==> src/hw/rtl/crps_pkg.sv <==
// Shared types, constants and the spline weight table for the path smoother.
// Used by every module of the block; no dependencies of its own.
`timescale 1ns / 1ps

package crps_pkg;

  // number of trailing zero bits of a positive constant
  function automatic int crps_tz(input int v);
    int r;
    r = 0;
    for (int i = 0; i < 31; i++) begin
      if (r == i && v[i] == 1'b0) r = i + 1;
    end
    return r;
  endfunction

  localparam int COORD_W  = 24;
  localparam int STEPS    = 20;
  localparam int DEN      = 2 * STEPS * STEPS * STEPS;
  localparam int DEN_W    = $clog2(DEN + 1);
  localparam int W_W      = DEN_W + 1;
  localparam int PROD_W   = COORD_W + W_W;
  localparam int NUM_W    = PROD_W + 2;
  localparam int REM_W    = COORD_W + DEN_W;
  localparam int S_W      = $clog2(STEPS + 1);
  localparam int DEN_TZ   = crps_tz(DEN);
  localparam int ODD_DEN  = DEN >> DEN_TZ;
  localparam int DVD_W    = REM_W - DEN_TZ;
  localparam int RECIP_SH = DVD_W + $clog2(ODD_DEN);
  localparam int RECIP_W  = DVD_W + 1;
  localparam int QDEPTH   = 2;
  localparam int QP_W     = (QDEPTH > 1) ? $clog2(QDEPTH) : 1;
  localparam int QC_W     = $clog2(QDEPTH + 1);

  typedef logic signed [COORD_W-1:0] coord_t;
  typedef logic signed [W_W-1:0]     wt_t;
  typedef wt_t [3:0]                 wvec_t;
  typedef logic signed [PROD_W-1:0]  prod_t;
  typedef logic signed [NUM_W-1:0]   num_t;
  typedef logic [DVD_W-1:0]          dvd_t;
  typedef logic [RECIP_W-1:0]        recip_t;
  typedef logic [DVD_W+RECIP_W-1:0]  dprod_t;
  typedef logic [COORD_W-1:0]        quo_t;

  localparam coord_t COORD_MAX = coord_t'((1 << (COORD_W - 1)) - 1);
  localparam coord_t COORD_MIN = coord_t'(-(1 << (COORD_W - 1)));
  localparam num_t   HALF_DEN  = num_t'(DEN / 2);
  localparam num_t   SAT_LIM   = num_t'(DEN) <<< (COORD_W - 1);
  localparam num_t   NEG_LIM   = -SAT_LIM;
  // rounded-up reciprocal of the odd part of DEN, scaled by 2^RECIP_SH
  localparam recip_t RECIP     = recip_t'(((longint'(1) << RECIP_SH) + longint'(ODD_DEN) - 1)
                                          / longint'(ODD_DEN));

  typedef enum logic {
    CMD_PASS,
    CMD_SEG
  } cmd_kind_t;

  typedef struct packed {
    coord_t point_x;
    coord_t point_y;
    logic   final_point;
  } in_item_t;

  typedef struct packed {
    coord_t out_x;
    coord_t out_y;
    logic   path_end;
  } out_item_t;

  // One unit of work for the back end: a single point or a whole segment.
  typedef struct packed {
    cmd_kind_t    kind;
    logic         last;
    coord_t [3:0] px;
    coord_t [3:0] py;
  } cmd_t;

  typedef struct packed {
    logic valid;
    logic last;
    num_t ax;
    num_t ay;
  } div_in_t;

  typedef struct packed {
    logic valid;
    logic last;
    logic sat_hi_x;
    logic sat_lo_x;
    logic sat_hi_y;
    logic sat_lo_y;
    quo_t q_x;
    quo_t q_y;
  } div_out_t;

  // Catmull-Rom weights over the denominator DEN; step zero gives (0, DEN, 0, 0).
  function automatic wvec_t crps_weights(input logic [S_W-1:0] s);
    int    n;
    int    k;
    wvec_t r;
    n = STEPS;
    k = int'(s);
    r[0] = wt_t'(-k * n * n + 2 * k * k * n - k * k * k);
    r[1] = wt_t'(2 * n * n * n - 5 * k * k * n + 3 * k * k * k);
    r[2] = wt_t'(k * n * n + 4 * k * k * n - 3 * k * k * k);
    r[3] = wt_t'(-k * k * n + k * k * k);
    return r;
  endfunction

endpackage

==> src/hw/rtl/crps_queue.sv <==
// Short command queue between the front and back ends.
// Depends on crps_pkg for the command type and depth.
`timescale 1ns / 1ps

module crps_queue (
  input  logic           clk,
  input  logic           rst_n,
  input  logic           push,
  input  crps_pkg::cmd_t push_cmd,
  output logic           full,
  input  logic           pop,
  output crps_pkg::cmd_t head,
  output logic           head_valid
);
  import crps_pkg::*;

  cmd_t            mem_r [QDEPTH];
  logic [QP_W-1:0] wp_r, wp_nxt;
  logic [QP_W-1:0] rp_r, rp_nxt;
  logic [QC_W-1:0] cnt_r, cnt_nxt;

  assign full       = (cnt_r == QC_W'(QDEPTH));
  assign head_valid = (cnt_r != '0);
  assign head       = mem_r[rp_r];

  always_comb begin
    wp_nxt  = wp_r;
    rp_nxt  = rp_r;
    cnt_nxt = cnt_r;
    if (push) begin
      wp_nxt = (wp_r == QP_W'(QDEPTH - 1)) ? '0 : wp_r + QP_W'(1);
    end
    if (pop) begin
      rp_nxt = (rp_r == QP_W'(QDEPTH - 1)) ? '0 : rp_r + QP_W'(1);
    end
    if (push && !pop) begin
      cnt_nxt = cnt_r + QC_W'(1);
    end else if (pop && !push) begin
      cnt_nxt = cnt_r - QC_W'(1);
    end
  end

  always_ff @(posedge clk) begin
    if (!rst_n) begin
      wp_r  <= '0;
      rp_r  <= '0;
      cnt_r <= '0;
    end else begin
      wp_r  <= wp_nxt;
      rp_r  <= rp_nxt;
      cnt_r <= cnt_nxt;
    end
  end

  always_ff @(posedge clk) begin
    if (push) begin
      mem_r[wp_r] <= push_cmd;
    end
  end

endmodule

==> config.mk <==
export PLATFORM = sky130hd
export DESIGN_NAME = crps_queue
export DESIGN_NICKNAME = d
export VERILOG_FILES = /design/src/hw/rtl/crps_pkg.sv /design/src/hw/rtl/crps_queue.sv
export SDC_FILE = /design/constraint.sdc
export NUM_CORES = 1
export LEC_CHECK = 0
export ABC_CLOCK_PERIOD_IN_PS = 15200
export BUFFER_PORTS_ARGS = -buffer_cell sky130_fd_sc_hd__buf_4
export CORE_AREA = 4 4 228 230
export CTS_BUF_LIST = sky130_fd_sc_hd__clkbuf_8
export DETAILED_ROUTE_END_ITERATION = 16
export DIE_AREA = 0 0 232 234
export SETUP_SLACK_MARGIN = 0.1
export SLEW_MARGIN = 15
export SYNTH_ARGS = -nofsm -noshare
export SYNTH_HDL_FRONTEND = slang
export SYNTH_SLANG_ARGS = --single-unit
==> constraint.sdc <==
create_clock -name clk -period 15.2 [get_ports clk]
set_input_delay 2.28 -clock clk [delete_from_list [all_inputs] [get_ports clk]]
set_output_delay 2.28 -clock clk [all_outputs]
set_load 0.02 [all_outputs]
Word level (Yosys, flattened, before mapping)

Memory sizes are Yosys's and may differ from the RTL's. A register that Yosys moved wholly into a read port is not among the register bits.
Cells that the tools add are included.

RAM bits: 388
Memories: 1
Register bits: 4
Input bits: 198

Reductions and logical operators: 6
Add/subtract/negate cells: 4
Equal/unequal tests: 1
Mux-type cells: 8

Memories:

| memory | words | width | rd ports | clocked after memory_dff | wr ports | line             | text |
|---|---|---|---|---|---|---|---|
| mem_r  | 2     | 194   | 1        | 1                        | 1        | crps_queue.sv:17 | `cmd_t mem_r [QDEPTH];` |

Operators with widths:

| operator                                                            | count |
|---|---|
| 1-bit two-way mux                                                   | 6 |
| 2-bit two-way mux                                                   | 2 |
| 2-bit nonzero test                                                  | 2 |
| 1-bit adder (second input constant)                                 | 2 |
| 2-bit by 1-bit adder with 2-bit output (second input constant)      | 1 |
| 2-bit == test (second input constant)                               | 1 |
| 1-bit logical AND                                                   | 2 |
| 1-bit logical NOT                                                   | 2 |
| 2-bit by 1-bit subtractor with 2-bit output (second input constant) | 1 |

Logic depth before layout (Yosys ltp)

Depth in word-level cells: 4
Mapped depth: 5
Gate-level depth less buffers: 5

Worst setup path after synthesis

Ideal clock, no wire load.

Path kind: input-to-reg
Start point: input port push
End point: register wp_r
Buffers on the path: 0
Setup time: 0.098 ns
Slack: 3.739 ns
Cell stages on the path: 2
Data required time: 15.102 ns
Arrival: 11.363 ns
Cells stage by stage: nor2b_1 -> o21a_1

RTL lines:

| what                   | line             | text |
|---|---|---|
| start: declaration     | crps_queue.sv:8  | `input logic push,` |
| end signal: assignment | crps_queue.sv:49 | `wp_r <= wp_nxt;` |
| end: declaration       | crps_queue.sv:18 | `logic [QP_W-1:0] wp_r, wp_nxt;` |

==> results.md <==
* Post-detailed-route DRC marker count at 0
* Sequential share of the synthesized area at 78.93%
* Die width at 232 µm
* Required time worst endpoint at 12,920 ps
* Path type of the worst setup path: reg -> out
* Weighted congestion at the end of routability-driven global placement at 0.6906
* Worst IR Drop VDD at 0.09625 mV
* Wire length of the first global-routing pass at 46,640 µm
* Worst Min Path Start: cnt_r[1]$_SDFFE_PN0P_
* CTS clk-pin slew, worst paths at 50 ps
* GRT Resource Usage Total at 11.39%
* Worst hold path cell count at 2
* Pwr dens at 127.8 mW/mm²
* Met1 layer usage reported by global route at 12.47%
* Wire length per cell at 18.02 µm
* Fmax achieved at 193.1 MHz
* Final-report max-slew violation count at 0
* Capturing point of the worst reg2reg path: mem_r[0][103]$_DFFE_PP_
* Final wirelength at 32,470 µm
* Met3 layer usage reported by global route at 6.353%
* Global routing usage on met2 at 18.76%
* Crit. End Element: output port
* LEAKAGE at 7.745 nW
* Number of buffers inserted to repair setup after CTS at 0
* Headroom to the max-slew limit at 25.91%
* Number of instances in the synthesized netlist at 626
* Routed vias at 7,394
* Worst reg2reg setup slack at 12,150 ps
* Number of distinct library cells after synthesis at 18
* Unrepaired setup endpoints after global routing: no
* Final-layout fill cell count at 4,628
* Floorplan die height at 234 µm
* Status: finished, final reports clean
* Footprint of the multi-input gates at 0.002910 mm²
* Max-cap violation count at 0
* Endpoint, Worst Hold: cnt_r[1]$_SDFFE_PN0P_
* Worst Tran Pin Value at 1111 ps
* Global-route congestion overflow total at 0
* Insertion delay of the later-clocked pin in the worst-skew pair at 610 ps
* Number of hold buffers added after CTS at 0
* Reg area at 0.01176 mm²
* Detailed-placement wirelength estimate at 21,280 µm
* Area growth syn-to-layout at 33.11%
* Maximum clock path buffer count at 3
* I/O pin count at 394
* Pre-CTS WS at 9997 ps
* Count of instances resized after the clock tree is built at 0
* Minimum setup slack in the final design at 10,020 ps
* Nets in the synthesized netlist at 825
* Final critical-path share of the clock period at 34.07%
* Hold/Removal Path Class: reg -> reg
* Clock sink count at 393
* Register bit total from synthesis at 393
* Data arrival time of the critical path at 2900 ps
* Cell Rows at 82
* Worst Setup Start Kind: flop
* Worst Skew at 20.56 ps
* Clk Tree Root Cell: sky130_fd_sc_hd__clkbuf_8
* Number of cells traversed by the worst register-to-register path at 3
* Count of warnings emitted by yosys at 0
* Global-route layer with the greatest usage: met2
* Initial core utilization at 29.86%
* Largest net degree at the start of global routing at 107
* Post-Syn Area per Cell at 23.78 µm²
* Layout cell share with drive strength beyond 1 at 60.76%
* Die area at 0.05429 mm²
* H-tree depth at 3
* Final-stage net count at 1,276
* Worst hold slack after final layout at 543.0 ps
* Total of endpoints with negative setup slack in the final report at 0
* Area inside the core boundary at 0.04986 mm²
* Vias in the first global route at 7,891
* Number of hold-slack violations in the final timing report at 0
* DRC marker count from the first detailed-route iteration at 319
* Shortest period the worst path allows at 5179 ps
* Antenna violations before repair at 2
* Final antenna-violating net count at 0
* Number of detailed-routing iterations run before antenna repair at 4
* CTS tree: done
* # port buffers at 393
* Inserted Clock Buffers at 71
* Top fanout value on the critical path at 106
* Setup TNS at 0 ps
* FF-to-FF Start: wp_r$_SDFFE_PN0P_
* Post-Syn Area at 0.01489 mm²
* Vias per cell at 4.103
metal layers:
| metal | wire length (µm) | up-vias |
|---|---|---|
| li1 | - | 3403 |
| met2 | 15860 | 292 |
| met1 | 12300 | 3643 |
| met4 | 767 | 2 |
| met5 | 13 | - |
| met3 | 3529 | 54 |
synthesized netlist by cell type:
cell type	count	area share, %
sky130_fd_sc_hd__edfxtp_1	388	78
sky130_fd_sc_hd__mux2_4	160	16
sky130_fd_sc_hd__mux2_2	34	2.6
sky130_fd_sc_hd__buf_6	18	1.4
sky130_fd_sc_hd__dfxtp_1	5	0.67
sky130_fd_sc_hd__and2_1	4	0.17
sky130_fd_sc_hd__buf_2	3	0.10
sky130_fd_sc_hd__nor2b_1	3	0.13
sky130_fd_sc_hd__xor2_1	2	0.12
sky130_fd_sc_hd__a21boi_0	1	0.050
sky130_fd_sc_hd__buf_8	1	0.10
sky130_fd_sc_hd__ha_1	1	0.084
sky130_fd_sc_hd__inv_1	1	0.025
sky130_fd_sc_hd__o21a_1	1	0.050
sky130_fd_sc_hd__o21ai_0	1	0.034
sky130_fd_sc_hd__or2_2	1	0.042
sky130_fd_sc_hd__or3_1	1	0.042
sky130_fd_sc_hd__xnor2_1	1	0.059
final cells by class:
| class | instances | area share (%) |
|---|---|---|
| clock inverter | 48 | 1.162 |
| antenna | 1 | 0.01263 |
| inverter | 1 | 0.01894 |
| multi-input combinational | 210 | 14.69 |
| sequential | 393 | 59.32 |
| tap | 672 | 4.243 |
| timing repair buffer | 400 | 15.22 |
| clock buffer | 77 | 5.348 |
per-stage QoR:
| step | power (W) | instance area (µm²) | instances | utilization, % |
|---|---|---|---|---|
| final | 0.002532 | 19820 | 1802 | 39.74 |
| after detailed placement | 0.001664 | 18530 | 1676 | 37.15 |
| after global placement | 0.001659 | 18530 | 1676 | 37.15 |
| after floorplan | 0.001518 | 14890 | 626 | - |
| after CTS | 0.002582 | 19820 | 1801 | 39.74 |
| after global routing | 0.002650 | 19820 | 1802 | 39.74 |
report_power, final:
group | switching, W | leakage (nW) | total [W] | internal [W]
combinational | 0.000178 | 3.32 | 0.000361 | 0.000183
sequential | 0.0000180 | 3.68 | 0.00127 | 0.00126
clock | 0.000416 | 0.744 | 0.000898 | 0.000482
total | 0.000612 | 7.74 | 0.00253 | 0.00192
flip-flops by register name, summed over array words and instances (netlist names), named ones only:
signal and cells:
cnt_r 2, rp_r 1, mem_r 388, wp_r 1
logic make-up (layout without fill, tap and decap cells):
logic type	after synthesis	count (layout)	synth area share (%)
other	0	1	0
buffers and inverters	23	526	1.588
XOR/XNOR	3	3	0.1765
AO/OA/AOI/OAI	3	3	0.1345
flip-flops	393	393	78.93
adder cells (fa/ha/maj)	1	1	0.08403
multiplexers	194	194	18.71
AND/OR/NAND/NOR	9	9	0.3782
worst max-delay path by stage:
stage,from,end,slack (ps),cells past startpoint
final,flop,head[172],10020,3
after detailed placement,push,mem_r[0][36]$_DFFE_PP_,10000,4
after global placement,push,mem_r[0][36]$_DFFE_PP_,10040,4
after floorplan,push,wp_r$_SDFFE_PN0P_,3740,2
after CTS,flop,head[86],9920,3
after global routing,flop,head[89],9850,3
layout by cell type (no fill, tap or decap), types with 2 or more instances in the layout:
cell type	count
sky130_fd_sc_hd__clkinvlp_4	3
sky130_fd_sc_hd__edfxtp_1	388
sky130_fd_sc_hd__nor2b_1	2
sky130_fd_sc_hd__buf_4	399
sky130_fd_sc_hd__mux2_4	160
sky130_fd_sc_hd__clkinv_1	13
sky130_fd_sc_hd__and2_1	3
sky130_fd_sc_hd__clkinv_2	6
sky130_fd_sc_hd__inv_1	25
sky130_fd_sc_hd__xor2_1	2
sky130_fd_sc_hd__clkbuf_8	77
sky130_fd_sc_hd__dfxtp_1	4
sky130_fd_sc_hd__mux2_2	34
critical path, stage by stage, from the launching register on:
cell and delay (ps):
sky130_fd_sc_hd__dfxtp_4 820, sky130_fd_sc_hd__buf_12 510, sky130_fd_sc_hd__mux2_4 360, sky130_fd_sc_hd__buf_4 160
Power figures use the tool's default switching activity.
