**config.mk**
```make
export PLATFORM = sky130hd
export DESIGN_NAME = crps_front
export DESIGN_NICKNAME = d
export VERILOG_FILES = /design/src/hw/rtl/crps_pkg.sv /design/src/hw/rtl/crps_front.sv
export SDC_FILE = /design/constraint.sdc
export NUM_CORES = 1
export LEC_CHECK = 0
export BUFFER_PORTS_ARGS = -buffer_cell sky130_fd_sc_hd__buf_2
export CORE_ASPECT_RATIO = 2
export CORE_UTILIZATION = 59
export CTS_CLUSTER_DIAMETER = 100
export CTS_CLUSTER_SIZE = 14
export DETAILED_ROUTE_END_ITERATION = 10
export PLACE_DENSITY = 0.85
export SETUP_SLACK_MARGIN = 0.2
export SYNTH_ARGS = -nofsm -noshare
export SYNTH_HDL_FRONTEND = slang
export SYNTH_SLANG_ARGS = --single-unit
```
**constraint.sdc**
```tcl
create_clock -name clk -period 15.8 [get_ports clk]
set_input_delay 3.16 -clock clk [delete_from_list [all_inputs] [get_ports clk]]
set_output_delay 3.16 -clock clk [all_outputs]
set_load 0.01 [all_outputs]
```
**src/hw/rtl/crps_pkg.sv**
```systemverilog
// Shared types, constants and the spline weight table for the path smoother.
// Used by every module of the block; no dependencies of its own.
`timescale 1ns / 1ps

package crps_pkg;

  // number of trailing zero bits of a positive constant
  function automatic int crps_tz(input int v);
    int r;
    r = 0;
    for (int i = 0; i < 31; i++) begin
      if (r == i && v[i] == 1'b0) r = i + 1;
    end
    return r;
  endfunction

  localparam int COORD_W  = 24;
  localparam int STEPS    = 20;
  localparam int DEN      = 2 * STEPS * STEPS * STEPS;
  localparam int DEN_W    = $clog2(DEN + 1);
  localparam int W_W      = DEN_W + 1;
  localparam int PROD_W   = COORD_W + W_W;
  localparam int NUM_W    = PROD_W + 2;
  localparam int REM_W    = COORD_W + DEN_W;
  localparam int S_W      = $clog2(STEPS + 1);
  localparam int DEN_TZ   = crps_tz(DEN);
  localparam int ODD_DEN  = DEN >> DEN_TZ;
  localparam int DVD_W    = REM_W - DEN_TZ;
  localparam int RECIP_SH = DVD_W + $clog2(ODD_DEN);
  localparam int RECIP_W  = DVD_W + 1;
  localparam int QDEPTH   = 2;
  localparam int QP_W     = (QDEPTH > 1) ? $clog2(QDEPTH) : 1;
  localparam int QC_W     = $clog2(QDEPTH + 1);

  typedef logic signed [COORD_W-1:0] coord_t;
  typedef logic signed [W_W-1:0]     wt_t;
  typedef wt_t [3:0]                 wvec_t;
  typedef logic signed [PROD_W-1:0]  prod_t;
  typedef logic signed [NUM_W-1:0]   num_t;
  typedef logic [DVD_W-1:0]          dvd_t;
  typedef logic [RECIP_W-1:0]        recip_t;
  typedef logic [DVD_W+RECIP_W-1:0]  dprod_t;
  typedef logic [COORD_W-1:0]        quo_t;

  localparam coord_t COORD_MAX = coord_t'((1 << (COORD_W - 1)) - 1);
  localparam coord_t COORD_MIN = coord_t'(-(1 << (COORD_W - 1)));
  localparam num_t   HALF_DEN  = num_t'(DEN / 2);
  localparam num_t   SAT_LIM   = num_t'(DEN) <<< (COORD_W - 1);
  localparam num_t   NEG_LIM   = -SAT_LIM;
  // rounded-up reciprocal of the odd part of DEN, scaled by 2^RECIP_SH
  localparam recip_t RECIP     = recip_t'(((longint'(1) << RECIP_SH) + longint'(ODD_DEN) - 1)
                                          / longint'(ODD_DEN));

  typedef enum logic {
    CMD_PASS,
    CMD_SEG
  } cmd_kind_t;

  typedef struct packed {
    coord_t point_x;
    coord_t point_y;
    logic   final_point;
  } in_item_t;

  typedef struct packed {
    coord_t out_x;
    coord_t out_y;
    logic   path_end;
  } out_item_t;

  // One unit of work for the back end: a single point or a whole segment.
  typedef struct packed {
    cmd_kind_t    kind;
    logic         last;
    coord_t [3:0] px;
    coord_t [3:0] py;
  } cmd_t;

  typedef struct packed {
    logic valid;
    logic last;
    num_t ax;
    num_t ay;
  } div_in_t;

  typedef struct packed {
    logic valid;
    logic last;
    logic sat_hi_x;
    logic sat_lo_x;
    logic sat_hi_y;
    logic sat_lo_y;
    quo_t q_x;
    quo_t q_y;
  } div_out_t;

  // Catmull-Rom weights over the denominator DEN; step zero gives (0, DEN, 0, 0).
  function automatic wvec_t crps_weights(input logic [S_W-1:0] s);
    int    n;
    int    k;
    wvec_t r;
    n = STEPS;
    k = int'(s);
    r[0] = wt_t'(-k * n * n + 2 * k * k * n - k * k * k);
    r[1] = wt_t'(2 * n * n * n - 5 * k * k * n + 3 * k * k * k);
    r[2] = wt_t'(k * n * n + 4 * k * k * n - 3 * k * k * k);
    r[3] = wt_t'(-k * k * n + k * k * k);
    return r;
  endfunction

endpackage

```
**src/hw/rtl/crps_front.sv**
```systemverilog
// Front end: takes control points, keeps the three-point window and turns each
// point into pass or segment commands for the queue. Depends on crps_pkg.
`timescale 1ns / 1ps

module crps_front (
  input  logic            clk,
  input  logic            rst_n,
  input  logic            in_valid,
  output logic            in_stall,
  input  crps_pkg::in_item_t in_data,
  output logic            push,
  output crps_pkg::cmd_t  push_cmd,
  input  logic            q_full
);
  import crps_pkg::*;

  coord_t     wx_r [3];
  coord_t     wy_r [3];
  coord_t     wx_nxt [3];
  coord_t     wy_nxt [3];
  logic [1:0] ps_r, ps_nxt;
  logic       pend_r, pend_nxt;
  cmd_t       pend_cmd_r, pend_cmd_nxt;

  logic   acc;
  logic   fin;
  logic   gen;
  coord_t x, y;
  cmd_t   pass_cmd, seg_cmd, close_cmd;

  assign x   = in_data.point_x;
  assign y   = in_data.point_y;
  assign fin = in_data.final_point;

  assign in_stall = pend_r || q_full;
  assign acc      = in_valid && !in_stall;
  assign gen      = acc && (ps_r != 2'd1 || fin);

  always_comb begin
    pass_cmd       = '0;
    pass_cmd.kind  = CMD_PASS;
    pass_cmd.last  = fin;
    pass_cmd.px[1] = x;
    pass_cmd.py[1] = y;

    seg_cmd       = '0;
    seg_cmd.kind  = CMD_SEG;
    seg_cmd.last  = 1'b0;
    seg_cmd.px[0] = wx_r[0];
    seg_cmd.px[1] = wx_r[1];
    seg_cmd.px[2] = wx_r[2];
    seg_cmd.px[3] = x;
    seg_cmd.py[0] = wy_r[0];
    seg_cmd.py[1] = wy_r[1];
    seg_cmd.py[2] = wy_r[2];
    seg_cmd.py[3] = y;

    // closing segment: last point doubles as its own next neighbor
    close_cmd       = '0;
    close_cmd.kind  = CMD_SEG;
    close_cmd.last  = 1'b1;
    close_cmd.px[0] = wx_r[1];
    close_cmd.px[1] = wx_r[2];
    close_cmd.px[2] = x;
    close_cmd.px[3] = x;
    close_cmd.py[0] = wy_r[1];
    close_cmd.py[1] = wy_r[2];
    close_cmd.py[2] = y;
    close_cmd.py[3] = y;
  end

  assign push     = pend_r ? !q_full : gen;
  assign push_cmd = pend_r ? pend_cmd_r : ((ps_r >= 2'd2) ? seg_cmd : pass_cmd);

  always_comb begin
    ps_nxt       = ps_r;
    pend_nxt     = pend_r;
    pend_cmd_nxt = pend_cmd_r;
    for (int i = 0; i < 3; i++) begin
      wx_nxt[i] = wx_r[i];
      wy_nxt[i] = wy_r[i];
    end
    if (pend_r && !q_full) begin
      pend_nxt = 1'b0;
    end
    if (acc) begin
      if (fin) begin
        ps_nxt = 2'd0;
        if (ps_r >= 2'd2) begin
          pend_nxt     = 1'b1;
          pend_cmd_nxt = close_cmd;
        end
      end else if (ps_r == 2'd0) begin
        for (int i = 0; i < 3; i++) begin
          wx_nxt[i] = x;
          wy_nxt[i] = y;
        end
        ps_nxt = 2'd1;
      end else begin
        wx_nxt[0] = wx_r[1];
        wx_nxt[1] = wx_r[2];
        wx_nxt[2] = x;
        wy_nxt[0] = wy_r[1];
        wy_nxt[1] = wy_r[2];
        wy_nxt[2] = y;
        ps_nxt    = (ps_r == 2'd3) ? 2'd3 : ps_r + 2'd1;
      end
    end
  end

  always_ff @(posedge clk) begin
    if (!rst_n) begin
      ps_r   <= 2'd0;
      pend_r <= 1'b0;
    end else begin
      ps_r   <= ps_nxt;
      pend_r <= pend_nxt;
    end
  end

  always_ff @(posedge clk) begin
    pend_cmd_r <= pend_cmd_nxt;
    for (int i = 0; i < 3; i++) begin
      wx_r[i] <= wx_nxt[i];
      wy_r[i] <= wy_nxt[i];
    end
  end

endmodule

```
==> Yosys cells after proc, flatten, opt, wreduce, memory -nomap -nowiden <==
Memory sizes are Yosys's and may differ from the RTL's.
Cells that the tools add are included.
{ "totals": {"regBits": 147, "ram_bits": 144, "input_bits": 53, "output_inout_bits": 196, "elab_cells": 39, "memories": 2} }
{ "op_classes": {"addsub": 1, "n_lt_le_gt_ge": 1, "eq_ne": 2, "mux": 16, "reduce_logical": 9} }
{ "mem_list": {"columns": ["memory", "depth", "word_bits", "rd", "rd_clocked_by_memory_dff", "write_ports", "line", "rtl"], "rows": [
  ["wx_r", 3, 24, 3, 0, 3, "crps_front.sv:17", "coord_t wx_r [3];"],
  ["wy_r", 3, 24, 3, 0, 3, "crps_front.sv:18", "coord_t wy_r [3];"]
]} }
{ "op_table": {"columns": ["operator", "count"], "rows": [
  ["72-bit two-way mux", 6],
  ["194-bit two-way mux", 2],
  ["2-bit two-way mux", 3],
  ["1-bit two-way mux", 5],
  ["1-bit logical AND", 3],
  ["3-bit AND reduction", 1],
  ["2-bit by 1-bit adder with 2-bit output (second input constant)", 1],
  ["2-bit equality test (second input constant)", 1],
  ["2-bit greater-or-equal comparator (second input constant)", 1],
  ["1-bit zero test", 2],
  ["2-bit zero test", 1],
  ["1-bit logical OR", 2],
  ["2-bit by 1-bit != test with 1-bit output (second input constant)", 1]
]} }

==> Longest topological paths before layout <==
Gate-level depths: netlist (run 1).
{ "logic_depth": {"depth_word": 6, "depth_mapped": 7, "mapped_depth_nobuf": 3} }

==> Worst setup path after synthesis (run 1) <==
OpenSTA, ideal clock, no wires.
{ "synth_timing": {"kind": "input to register", "from": "in q_full", "to": "mem wx_r[0][0] in the netlist's numbering (enable)", "setup_time_ns": 0.669, "arrival_ns": 9.783, "t_required_ns": 15.131, "path_slack_ns": 5.348, "path_stages": 2, "cell_sequence": "nor3b_4 > nor2b_1"} }
{ "synth_rtl": {"columns": ["item", "line", "rtl"], "rows": [
  ["start: declaration", "crps_front.sv:13", "input logic q_full"],
  ["end: declaration", "crps_front.sv:17", null]
]} }

==> summary.md, run 1 <==
| Metric | Value |
|---|---|
| Layout cell share with drive strength beyond 1 | 25.8% |
| Combinational share of power | 5.6% |
| Outcome | completed |
| Ranking of synthesized cells by area | edfxtp_1 71%, a22o_1 10%, nand2_1 8.9% |
| Worst-path fanout max | 5 |
| Via Count | 8,199 |
| Total track usage | 24.5% |
| Final worst slack | 8740 ps |
| Sequential power share | 58.5% |
| Die Y | 206 um |
| Routed Antenna Nets | 0 |
| Syn_area_per_cell | 13.6 um2 |
| Net Count, Synth | 958 |
| Post-synth EDFFs | 288 |
| CTS H-Tree Depth | 1 |
| Routed WL per cell | 19.1 um |
| Placed instance area | 13,600 um2 |
| Min Clock Period, post-route | 7060 ps |
| CP startpoint | in_data[48] |
| Clock Latency Late Sink | 520 ps |
| CTS resizes | 0 |
| Vias/cell | 5.85 |
| Sw Share | 21.0% |
| Share of the synthesized area in the top cell type | 70.5% |
| Switch Pwr | 0.315 mW |
| Final setup TNS | 0 ps |
| CTS tree | done |
| Most frequent cells after synthesis | 290 x nand2_1, 288 x edfxtp_1, 144 x a22o_1, 50 x o21ai_0, 48 x mux2i_1 |
| Kind of start point of the critical path | input pin |
| Leading area contributor after synthesis | edfxtp_1 |
| Distinct cells, synth | 26 |
| Most frequent cell after synthesis | nand2_1 |
| First-pass GRT wire length | 41,200 um |
| Initial antenna violation count | 0 |
| Fin nets | 1,177 |
| Max Cap Viol | 0 |
| Worst r2r src | pend_r |
| DR pass1 iterations | 5 |
| Post-Place Worst Slack | 8750 ps |
| Post-CTS Setup Bufs | 0 |
| # IOs | 249 |
| Non-Filler Instances | 1,401 |
| CTS Buf Count | 24 |
| Die width | 104 um |
| Drt initial violations | 622 |
| Hold Path Class | reg2reg |
| Req. time, crit path | 12,640 ps |
| Main synth FF type | edfxtp_1 |
| Ys async rst share | 0% |
| Dpl cells | 1,364 |
| Hold-fix buffers, CTS | 0 |
| Bufs on Longest Clock Path | 3 |
| Worst reg2reg setup slack | 12,000 ps |
| Setup violators final | 0 |
| Fin Hold WS | 478 ps |
| Remaining DRCs | 0 |
| Post-route cell area | 14,300 um2 |
| Cell count of the worst reg-to-reg path | 4 |
| Leakage | 5.57 nW |
| Die ar. | 21,400 um2 |
| Seq/Total Area, Yosys | 71.0% |
| Worst rel slew slack | 21.5% |
| Period utilization | 44.7% |
| Crit path capture | push_cmd[143] |
| Root Driver | clkbuf_16 |
| Initial Utilization | 60.2% |
| VDD IR-drop max | 0.0968 mV |
| Worst setup path class | in2out |
| Worst setup EP type | output port |
| Clk slew on worst S/H paths | 60 ps |
| Pwr/cell area | 105 nW/um2 |
| Final Skew | 12.4 ps |
| RD Place Congestion | 0.812 |
| Fill cell count | 1,455 |
| Highest Clock Rate | 142 MHz |
| CTS sink cnt | 291 |
| Worst Tran Pin Value | 1180 ps |
| Core footprint | 20,400 um2 |
| Synth warnings | 0 |
| Largest net degree at the start of global routing | 117 |
| Vias in the first global route | 7,936 |
| FP Rows | 74 |
| Clock share of power | 35.9% |
| Slew Limit Fails | 0 |
| Post-DP HPWL | 15,600 um |
| Fin util | 70.0% |
| Unrepaired setup endpoints after global routing | no |
| Input/output buffers | 248 |
| Total gr overflow | 0 |
| WL final | 26,800 um |
| Seq cells post-synth | 291 |
| Pwr Total | 1.50 mW |
| Reg2reg end | pend_cmd_r[109] |
| Synth Cell Area | 12,300 um2 |
| Hold Path Stages | 0 |
| Final Hold Viols | 0 |
| Internal power | 1.18 mW |
| Crit path DAT | 3900 ps |
| Area growth, synth to finish | 16.2% |
| Syn Inst Count | 905 |
## logic make-up after synthesis
kind of cell,count (synthesis),share of synthesized area [%]
muxes,48,3.92
and+or+nand+nor,300,9.51
AOI/OAI and AO/OA,199,12.6
DFF,291,71.0
buffers and inverters,67,2.98
## layout make-up
type,instances,area [um2],share of cell area [%]
tap,266,333,2.33
inverter,3,11.3,0.0790
antenna,1,2.50,0.0176
clock inverter,1,5.00,0.0351
timing repair buffer,257,1310,9.18
sequential,291,8720,61.1
clock buffer,35,663,4.65
multi-input combinational,547,3210,22.6
## cell usage in the layout (no fill, tap or decap), drive strengths merged, types with 2 or more instances in the layout
master,instances
a21oi,2
a22o,144
buf,257
clkbuf,35
dfxtp,3
edfxtp,288
inv,3
mux2i,48
nand2,290
nor2,3
o21ai,50
or2,2
## sequential cells by signal (all words and copies together) (netlist names)
signal / cells
pend_cmd_r: 144
wx_r: 72
ps_r: 2
pend_r: 1
wy_r: 72
## power by group through the flow
| stage | logic, mW | registers, mW | clock network, mW |
|---|---|---|---|
| 3_3_place_gp | 0.0810 | 0.893 | 0 |
| 2_1_floorplan | 0.0489 | 0.894 | 0 |
| 5_1_grt | 0.0927 | 0.879 | 0.567 |
| 3_5_place_dp | 0.0836 | 0.894 | 0 |
| 6_report | 0.0838 | 0.878 | 0.538 |
| 4_1_cts | 0.0842 | 0.878 | 0.549 |
## metal layers
layer	part of all wire (%)	up-vias	track usage [%]
li1	-	3810	-
met1	37	3984	28.9
met2	53	326	43.6
met3	5.6	79	3.60
met4	4.7	0	12.7
met5	0	-	0
## critical path, stage by stage
cell and delay, ps:
buf_2 120, mux2i_1 70, o21ai_0 340, buf_2 210
## worst min-delay path by stage
stage,start,endpoint,slack (ps)
3_5_place_dp,wx_r[0][31],pend_cmd_r[103],460
6_report,wx_r[0][71],pend_cmd_r[143],480
4_1_cts,wx_r[0][31],pend_cmd_r[103],480
2_1_floorplan,wy_r[0][24],pend_cmd_r[0],450
5_1_grt,wx_r[0][71],pend_cmd_r[143],480
3_3_place_gp,wx_r[0][25],pend_cmd_r[97],460
Note: power is estimated with default switching activity, not from simulation.
==> run 2: changes to the inputs <==
--- a/config.mk
+++ b/config.mk
@@ -7,11 +7,11 @@
 export LEC_CHECK = 0
 export BUFFER_PORTS_ARGS = -buffer_cell sky130_fd_sc_hd__buf_2
 export CORE_ASPECT_RATIO = 2
-export CORE_UTILIZATION = 59
+export CORE_UTILIZATION = 55
 export CTS_CLUSTER_DIAMETER = 100
 export CTS_CLUSTER_SIZE = 14
 export DETAILED_ROUTE_END_ITERATION = 10
-export PLACE_DENSITY = 0.85
+export PLACE_DENSITY = 0.8
 export SETUP_SLACK_MARGIN = 0.2
 export SYNTH_ARGS = -nofsm -noshare
 export SYNTH_HDL_FRONTEND = slang
==> constraint.sdc (replaced) <==
create_clock -name clk -period 7.2 [get_ports clk]
set_input_delay 1.44 -clock clk [delete_from_list [all_inputs] [get_ports clk]]
set_output_delay 1.44 -clock clk [all_outputs]
set_load 0.01 [all_outputs]
==> run 2 against run 1 <==
- setup slack lost 5800 ps
- clock-buffer cell count grew 8
- global-route usage shrank 2.3 points
- critical path type is now reg2out
- clock skew shrank 2.6 ps
- design area grew 0.37%
- power grew 120%
- wire length shrank 2.0%
- highest routed layer unchanged
- combinational power grew 120%
- die area grew 7.2%
- cell count grew 1.2%
==> summary.md, run 2 (synthesized netlist as in run 1, its figures left out) <==
| Metric | Value |
|---|---|
| Area growth, synth to finish | 16.6% |
| Routed Antenna Nets | 0 (unchanged) |
| Reg2reg end | wx_r[0][39] |
| CTS sink cnt | 291 (unchanged) |
| Worst reg2reg setup slack | 4250 ps (-7750 ps) |
| Largest net degree at the start of global routing | 123 (+5.1%) |
| Via Count | 8,115 (-1.0%) |
| CTS H-Tree Depth | 1 (unchanged) |
| Bufs on Longest Clock Path | 3 (unchanged) |
| VDD IR-drop max | 0.201 mV (+110%) |
| Logic depth of the worst setup path including buffers | 3 (-1) |
| WP buf/inv | 2 (unchanged) |
| Dpl cells | 1,374 (+0.73%) |
| FP Rows | 77 (+4.1%) |
| WL final | 26,300 um (-2.0%) |
| Hold Path Class | reg2reg |
| Crit path capture | push_cmd[30] |
| Layout cell share with drive strength beyond 1 | 25.7% (-0.18 points) |
| Slowest stage delay, CP | 940 ps (+600 ps) |
| Diode count | 0 (-1) |
| Initial antenna violation count | 0 (unchanged) |
| Pwr/cell area | 232 nW/um2 (+120%) |
| CTS resizes | 0 (unchanged) |
| Commonest non-fill, non-tap cell in the layout | nand2_1 |
| Die ar. | 22,900 um2 (+7.2%) |
| Min Clock Period, post-route | 4300 ps |
| CTS Buf Count | 24 (unchanged) |
| Slew Limit Fails | 0 (unchanged) |
| Initial Utilization | 55.8% (-4.4 points) |
| Post-route cell area | 14,300 um2 (+0.37%) |
| Req. time, crit path | 5760 ps (-6880 ps) |
| Total track usage | 22.2% (-2.3 points) |
| Vias in the first global route | 7,526 (-5.2%) |
| Placed instance area | 13,600 um2 (+0.18%) |
| Max reg flops | 144 (unchanged) |
| Core footprint | 22,000 um2 (+7.8%) |
| Commonest non-fill, non-tap cells in the layout | 290 x nand2_1, 288 x edfxtp_1, 248 x buf_2 |
| Crit path max-delay family | buffers and inverters |
| Setup violators final | 0 (unchanged) |
| Total gr overflow | 0 (unchanged) |
| Final Hold Viols | 0 (unchanged) |
| Worst-path fanout max | 91 (+86) |
| Cell count of the worst reg-to-reg path | 3 (-1) |
| Vias/cell | 5.72 (-2.2%) |
| Non-Filler Instances | 1,418 (+1.2%) |
| Die width | 108 um (+3.5%) |
| Routed WL per cell | 18.5 um (-3.2%) |
| Remaining DRCs | 0 (unchanged) |
| Outcome | completed |
| Worst Tran Pin Value | 1190 ps (+10.2 ps) |
| Worst setup path class | reg2out |
| Leakage | 5.58 nW (+0.22%) |
| Post-CTS Setup Bufs | 0 (unchanged) |
| Slowest CP cell | dfxtp_4 |
| Max Cap Viol | 0 (unchanged) |
| RD Place Congestion | 0.803 (-1.1%) |
| Kind of start point of the critical path | register |
| Fin nets | 1,177 (unchanged) |
| Final Skew | 9.86 ps (-2.57 ps) |
| Worst r2r src | pend_r |
| Worst rel slew slack | 20.8% (-0.68 points) |
| CP cell instances | buf_4 > o21ai_0 > buf_2 |
| Worst setup EP type | output port |
| Die Y | 213 um (+3.5%) |
| Post-DP HPWL | 15,600 um (+0.17%) |
| # IOs | 249 (unchanged) |
| CTS tree | done |
| Hold-fix buffers, CTS | 0 (unchanged) |
| Period utilization | 59.7% |
| CP startpoint | pend_r |
| Crit path DAT | 2860 ps (-1040 ps) |
| Clock Latency Late Sink | 520 ps (about the same) |
| Fin util | 65.1% (-4.8 points) |
| Highest Clock Rate | 233 MHz |
| Unrepaired setup endpoints after global routing | no |
| Fill cell count | 1,636 (+12%) |
| First-pass GRT wire length | 39,300 um (-4.7%) |
| Final setup TNS | 0 ps (unchanged) |
| DR pass1 iterations | 4 (-1) |
| Largest regs | pend_cmd_r (144), wx_r (72), wy_r (72) |
| Reg with most FFs | pend_cmd_r |
| Clk slew on worst S/H paths | 70 ps (about the same) |
| Input/output buffers | 248 (unchanged) |
| Root Driver | clkbuf_16 |
| Pwr Total | 3.32 mW (+120%) |
| Drt initial violations | 482 (-23%) |
run 2: cell count changes in the layout (fill, tap and decap cells not counted):
cell      previous run  this run
clkbuf_1            10        18
buf_12               0         1
buf_4                9         8
diode_2              1         0
run 2: metal layers:
layer  wire, um  vias up  global-route usage (%)
met5          0        -                       0
met4       1080        0                    10.6
met3       1340       63                    2.87
met2      13700      301                    38.6
met1      10200     3932                    27.2
li1           -     3819                       -
run 2: through the flow:
stage          hold WS (ps)  worst slack [ps]
2_1_floorplan           450              1250
3_3_place_gp            459              3440
3_5_place_dp            462              3360
4_1_cts                 468              2890
5_1_grt                 485              2770
6_report                475              2900
run 2: worst min path at each step:
stage,slack [ps],cells after the start,startpoint,endpoint
after global routing,480,0,wx_r[0][37],pend_cmd_r[109]
after detailed placement,460,0,wx_r[0][37],pend_cmd_r[109]
after floorplan,450,0,wy_r[0][24],pend_cmd_r[0]
final,470,0,wx_r[0][37],pend_cmd_r[109]
after global placement,460,0,wy_r[0][25],pend_cmd_r[1]
after CTS,470,0,wx_r[0][37],pend_cmd_r[109]
run 2: area by class of cell:
cell class	instances	area, um2	area share [%]
sequential	291	8720	60.9
multi-input combinational	547	3210	22.5
timing repair buffer	257	1320	9.24
clock buffer	43	693	4.85
tap	276	345	2.41
inverter	3	11.3	0.0787
clock inverter	1	5.00	0.0350
run 2: worst reg2reg max path, cell delays in order (launching register included):
cell and delay [ps]:
dfxtp_4 600, nor3b_4 420, nor2b_4 770, buf_4 760
run 2: report_power, final:
group | switching, mW | internal [mW] | total, mW
clock | 0.561 | 0.649 | 1.21
combinational | 0.121 | 0.0624 | 0.184
sequential | 0.0220 | 1.90 | 1.93
==> run 3: changes to the inputs <==
--- a/config.mk
+++ b/config.mk
@@ -7,11 +7,11 @@
 export LEC_CHECK = 0
 export BUFFER_PORTS_ARGS = -buffer_cell sky130_fd_sc_hd__buf_2
 export CORE_ASPECT_RATIO = 2
-export CORE_UTILIZATION = 55
+export CORE_UTILIZATION = 50
 export CTS_CLUSTER_DIAMETER = 100
 export CTS_CLUSTER_SIZE = 14
 export DETAILED_ROUTE_END_ITERATION = 10
-export PLACE_DENSITY = 0.8
+export PLACE_DENSITY = 0.77
 export SETUP_SLACK_MARGIN = 0.2
 export SYNTH_ARGS = -nofsm -noshare
 export SYNTH_HDL_FRONTEND = slang
==> constraint.sdc (replaced) <==
create_clock -name clk -period 3.5 [get_ports clk]
set_input_delay 0.7 -clock clk [delete_from_list [all_inputs] [get_ports clk]]
set_output_delay 0.7 -clock clk [all_outputs]
set_load 0.01 [all_outputs]
==> run 3 against run 2 <==
- clock power is 110% higher
- sequential cell count stayed put
- largest power group unchanged
- cell count is 1.2% higher
- die area is 9.9% higher
- via count is 1.1% higher
- clock-buffer cell count stayed put
- power is 110% higher
- global-route usage is 0.67 points lower
- design area is 1.0% higher
- sequential share of layout area is 0.63 points lower
- hold slack worse by 57 ps
- non-clock buffer count is 4 higher
==> summary.md, run 3 (synthesized netlist as in run 1, its figures left out) <==
| Metric | Value |
|---|---|
| Kind of start point of the critical path | register |
| Crit path max-delay family | flip-flops |
| Fin nets | 1,181 (+0.34%) |
| First-pass GRT wire length | 42,000 um (+6.9%) |
| Worst setup path class | reg2out |
| Die width | 113 um (+4.8%) |
| Die Y | 224 um (+4.8%) |
| Pwr/cell area | 474 nW/um2 (+100%) |
| Vias in the first global route | 7,834 (+4.1%) |
| Initial antenna violation count | 2 (+2) |
| Worst reg2reg setup slack | 1300 ps (-2950 ps) |
| Clock Latency Late Sink | 520 ps (about the same) |
| Worst setup EP type | output port |
| Routed Antenna Nets | 0 (unchanged) |
| Worst-path fanout max | 70 (-23%) |
| Drt initial violations | 563 (+17%) |
| Worst Tran Pin Value | 931 ps (-257 ps) |
| Min Clock Period, post-route | 3100 ps |
| Initial Utilization | 51.3% (-4.6 points) |
| Via Count | 8,207 (+1.1%) |
| # IOs | 249 (unchanged) |
| Area growth, synth to finish | 17.9% |
| CTS tree | done |
| Outcome | completed |
| Die ar. | 25,200 um2 (+9.9%) |
| Setup violators final | 0 (unchanged) |
| Fill cell count | 1,849 (+13%) |
| CTS Buf Count | 24 (unchanged) |
| Final Skew | 7.47 ps (-2.39 ps) |
| Req. time, crit path | 2800 ps (-2960 ps) |
| Input/output buffers | 248 (unchanged) |
| Unrepaired setup endpoints after global routing | no |
| Fin Hold WS | 418 ps (-56.9 ps) |
| Total track usage | 21.5% (-0.67 points) |
| Fin util | 60.4% (-4.7 points) |
| Core footprint | 23,900 um2 (+8.9%) |
| Clk slew on worst S/H paths | 70 ps (about the same) |
| Remaining DRCs | 0 (unchanged) |
| Vias/cell | 5.72 (about the same) |
| WP buf/inv | 2 (unchanged) |
| CTS sink cnt | 291 (unchanged) |
| Bufs on Longest Clock Path | 3 (unchanged) |
| FP Rows | 80 (+3.9%) |
| Leakage | 5.63 nW (+0.86%) |
| CTS resizes | 0 (unchanged) |
| Highest Clock Rate | 323 MHz |
| Reg with most FFs | pend_cmd_r |
| Slowest CP cell | dfxtp_4 |
| Max reg flops | 144 (unchanged) |
| Period utilization | 88.5% |
| Routed WL per cell | 19.2 um (+3.7%) |
| Hold-fix buffers, CTS | 0 (unchanged) |
| Commonest non-fill, non-tap cell in the layout | nand2_1 |
| Slowest stage delay, CP | 840 ps (-100 ps) |
| Worst rel slew slack | 37.8% (+17 points) |
| Root Driver | clkbuf_16 |
| Commonest non-fill, non-tap cells in the layout | 290 x nand2_1, 288 x edfxtp_1, 248 x buf_2 |
| Final Hold Viols | 0 (unchanged) |
| RD Place Congestion | 0.775 (-3.5%) |
| Largest net degree at the start of global routing | 126 (+2.4%) |
| Layout cell share with drive strength beyond 1 | 25.9% (+0.26 points) |
| Largest regs | pend_cmd_r (144), wx_r (72), wy_r (72) |
| CP cell instances | buf_4 > a22o_1 > buf_2 |
| DR pass1 iterations | 5 (+1) |
| WL final | 27,600 um (+5.0%) |
| Crit path DAT | 2400 ps (-460 ps) |
| Slew Limit Fails | 0 (unchanged) |
| Total gr overflow | 0 (unchanged) |
| Post-DP HPWL | 16,900 um (+8.0%) |
| Max Cap Viol | 0 (unchanged) |
| VDD IR-drop max | 0.473 mV (+140%) |
| CTS H-Tree Depth | 1 (unchanged) |
| Post-CTS Setup Bufs | 0 (unchanged) |
| Hold Path Class | in2reg |
run 3: layout make-up:
cell class	count	area, um2	share of cell area (%)
repair buffers	261	1450	10.0
clock buffers	43	693	4.80
diodes	2	5.00	0.0346
multi-input cells	547	3210	22.2
inverters	3	11.3	0.0779
clock inverters	1	5.00	0.0346
flip-flops and latches	291	8720	60.3
well taps	287	359	2.48
run 3: worst paths after layout:
kind,start,to,depth (start not counted)
max,pend_r,push_cmd[116],3
min,in_data[13],pend_cmd_r[84],1
min reg2reg,wx_r[0][41],pend_cmd_r[113],0
max reg2reg,pend_r,wx_r[0][34],3
run 3: report_power, final:
group	switching (mW)	internal (mW)
sequential	0.0478	3.92
combinational	0.254	0.136
clock	1.16	1.34
total	1.47	5.39
run 3: routing by layer:
metal / track usage (%) / vias up / wire [um]
met2: 37.2 / 303 / 14400
met5: 0 / - / 0
met4: 10.4 / 0 / 1070
met3: 2.69 / 59 / 1380
li1: - / 3824 / -
met1: 26.6 / 4021 / 10700
run 3: through the flow:
step / setup slack (ps) / TNS [ps] / std cells / total power [mW] / cell area, um2
6_report: 402 / 0 / 1435 / 6.85 / 14500
5_1_grt: 281 / 0 / 1435 / 7.07 / 14500
4_1_cts: 371 / 0 / 1433 / 6.92 / 14500
3_5_place_dp: 953 / 0 / 1389 / 4.43 / 13800
3_3_place_gp: 984 / 0 / 1389 / 4.42 / 13800
2_1_floorplan: -122 / -17540 / 905 / 4.25 / 12300
run 3: worst register-to-register path, stage by stage (launching register included):
cell	delay [ps]
dfxtp_4	560
nor3b_4	430
nor2b_4	400
buf_12	350
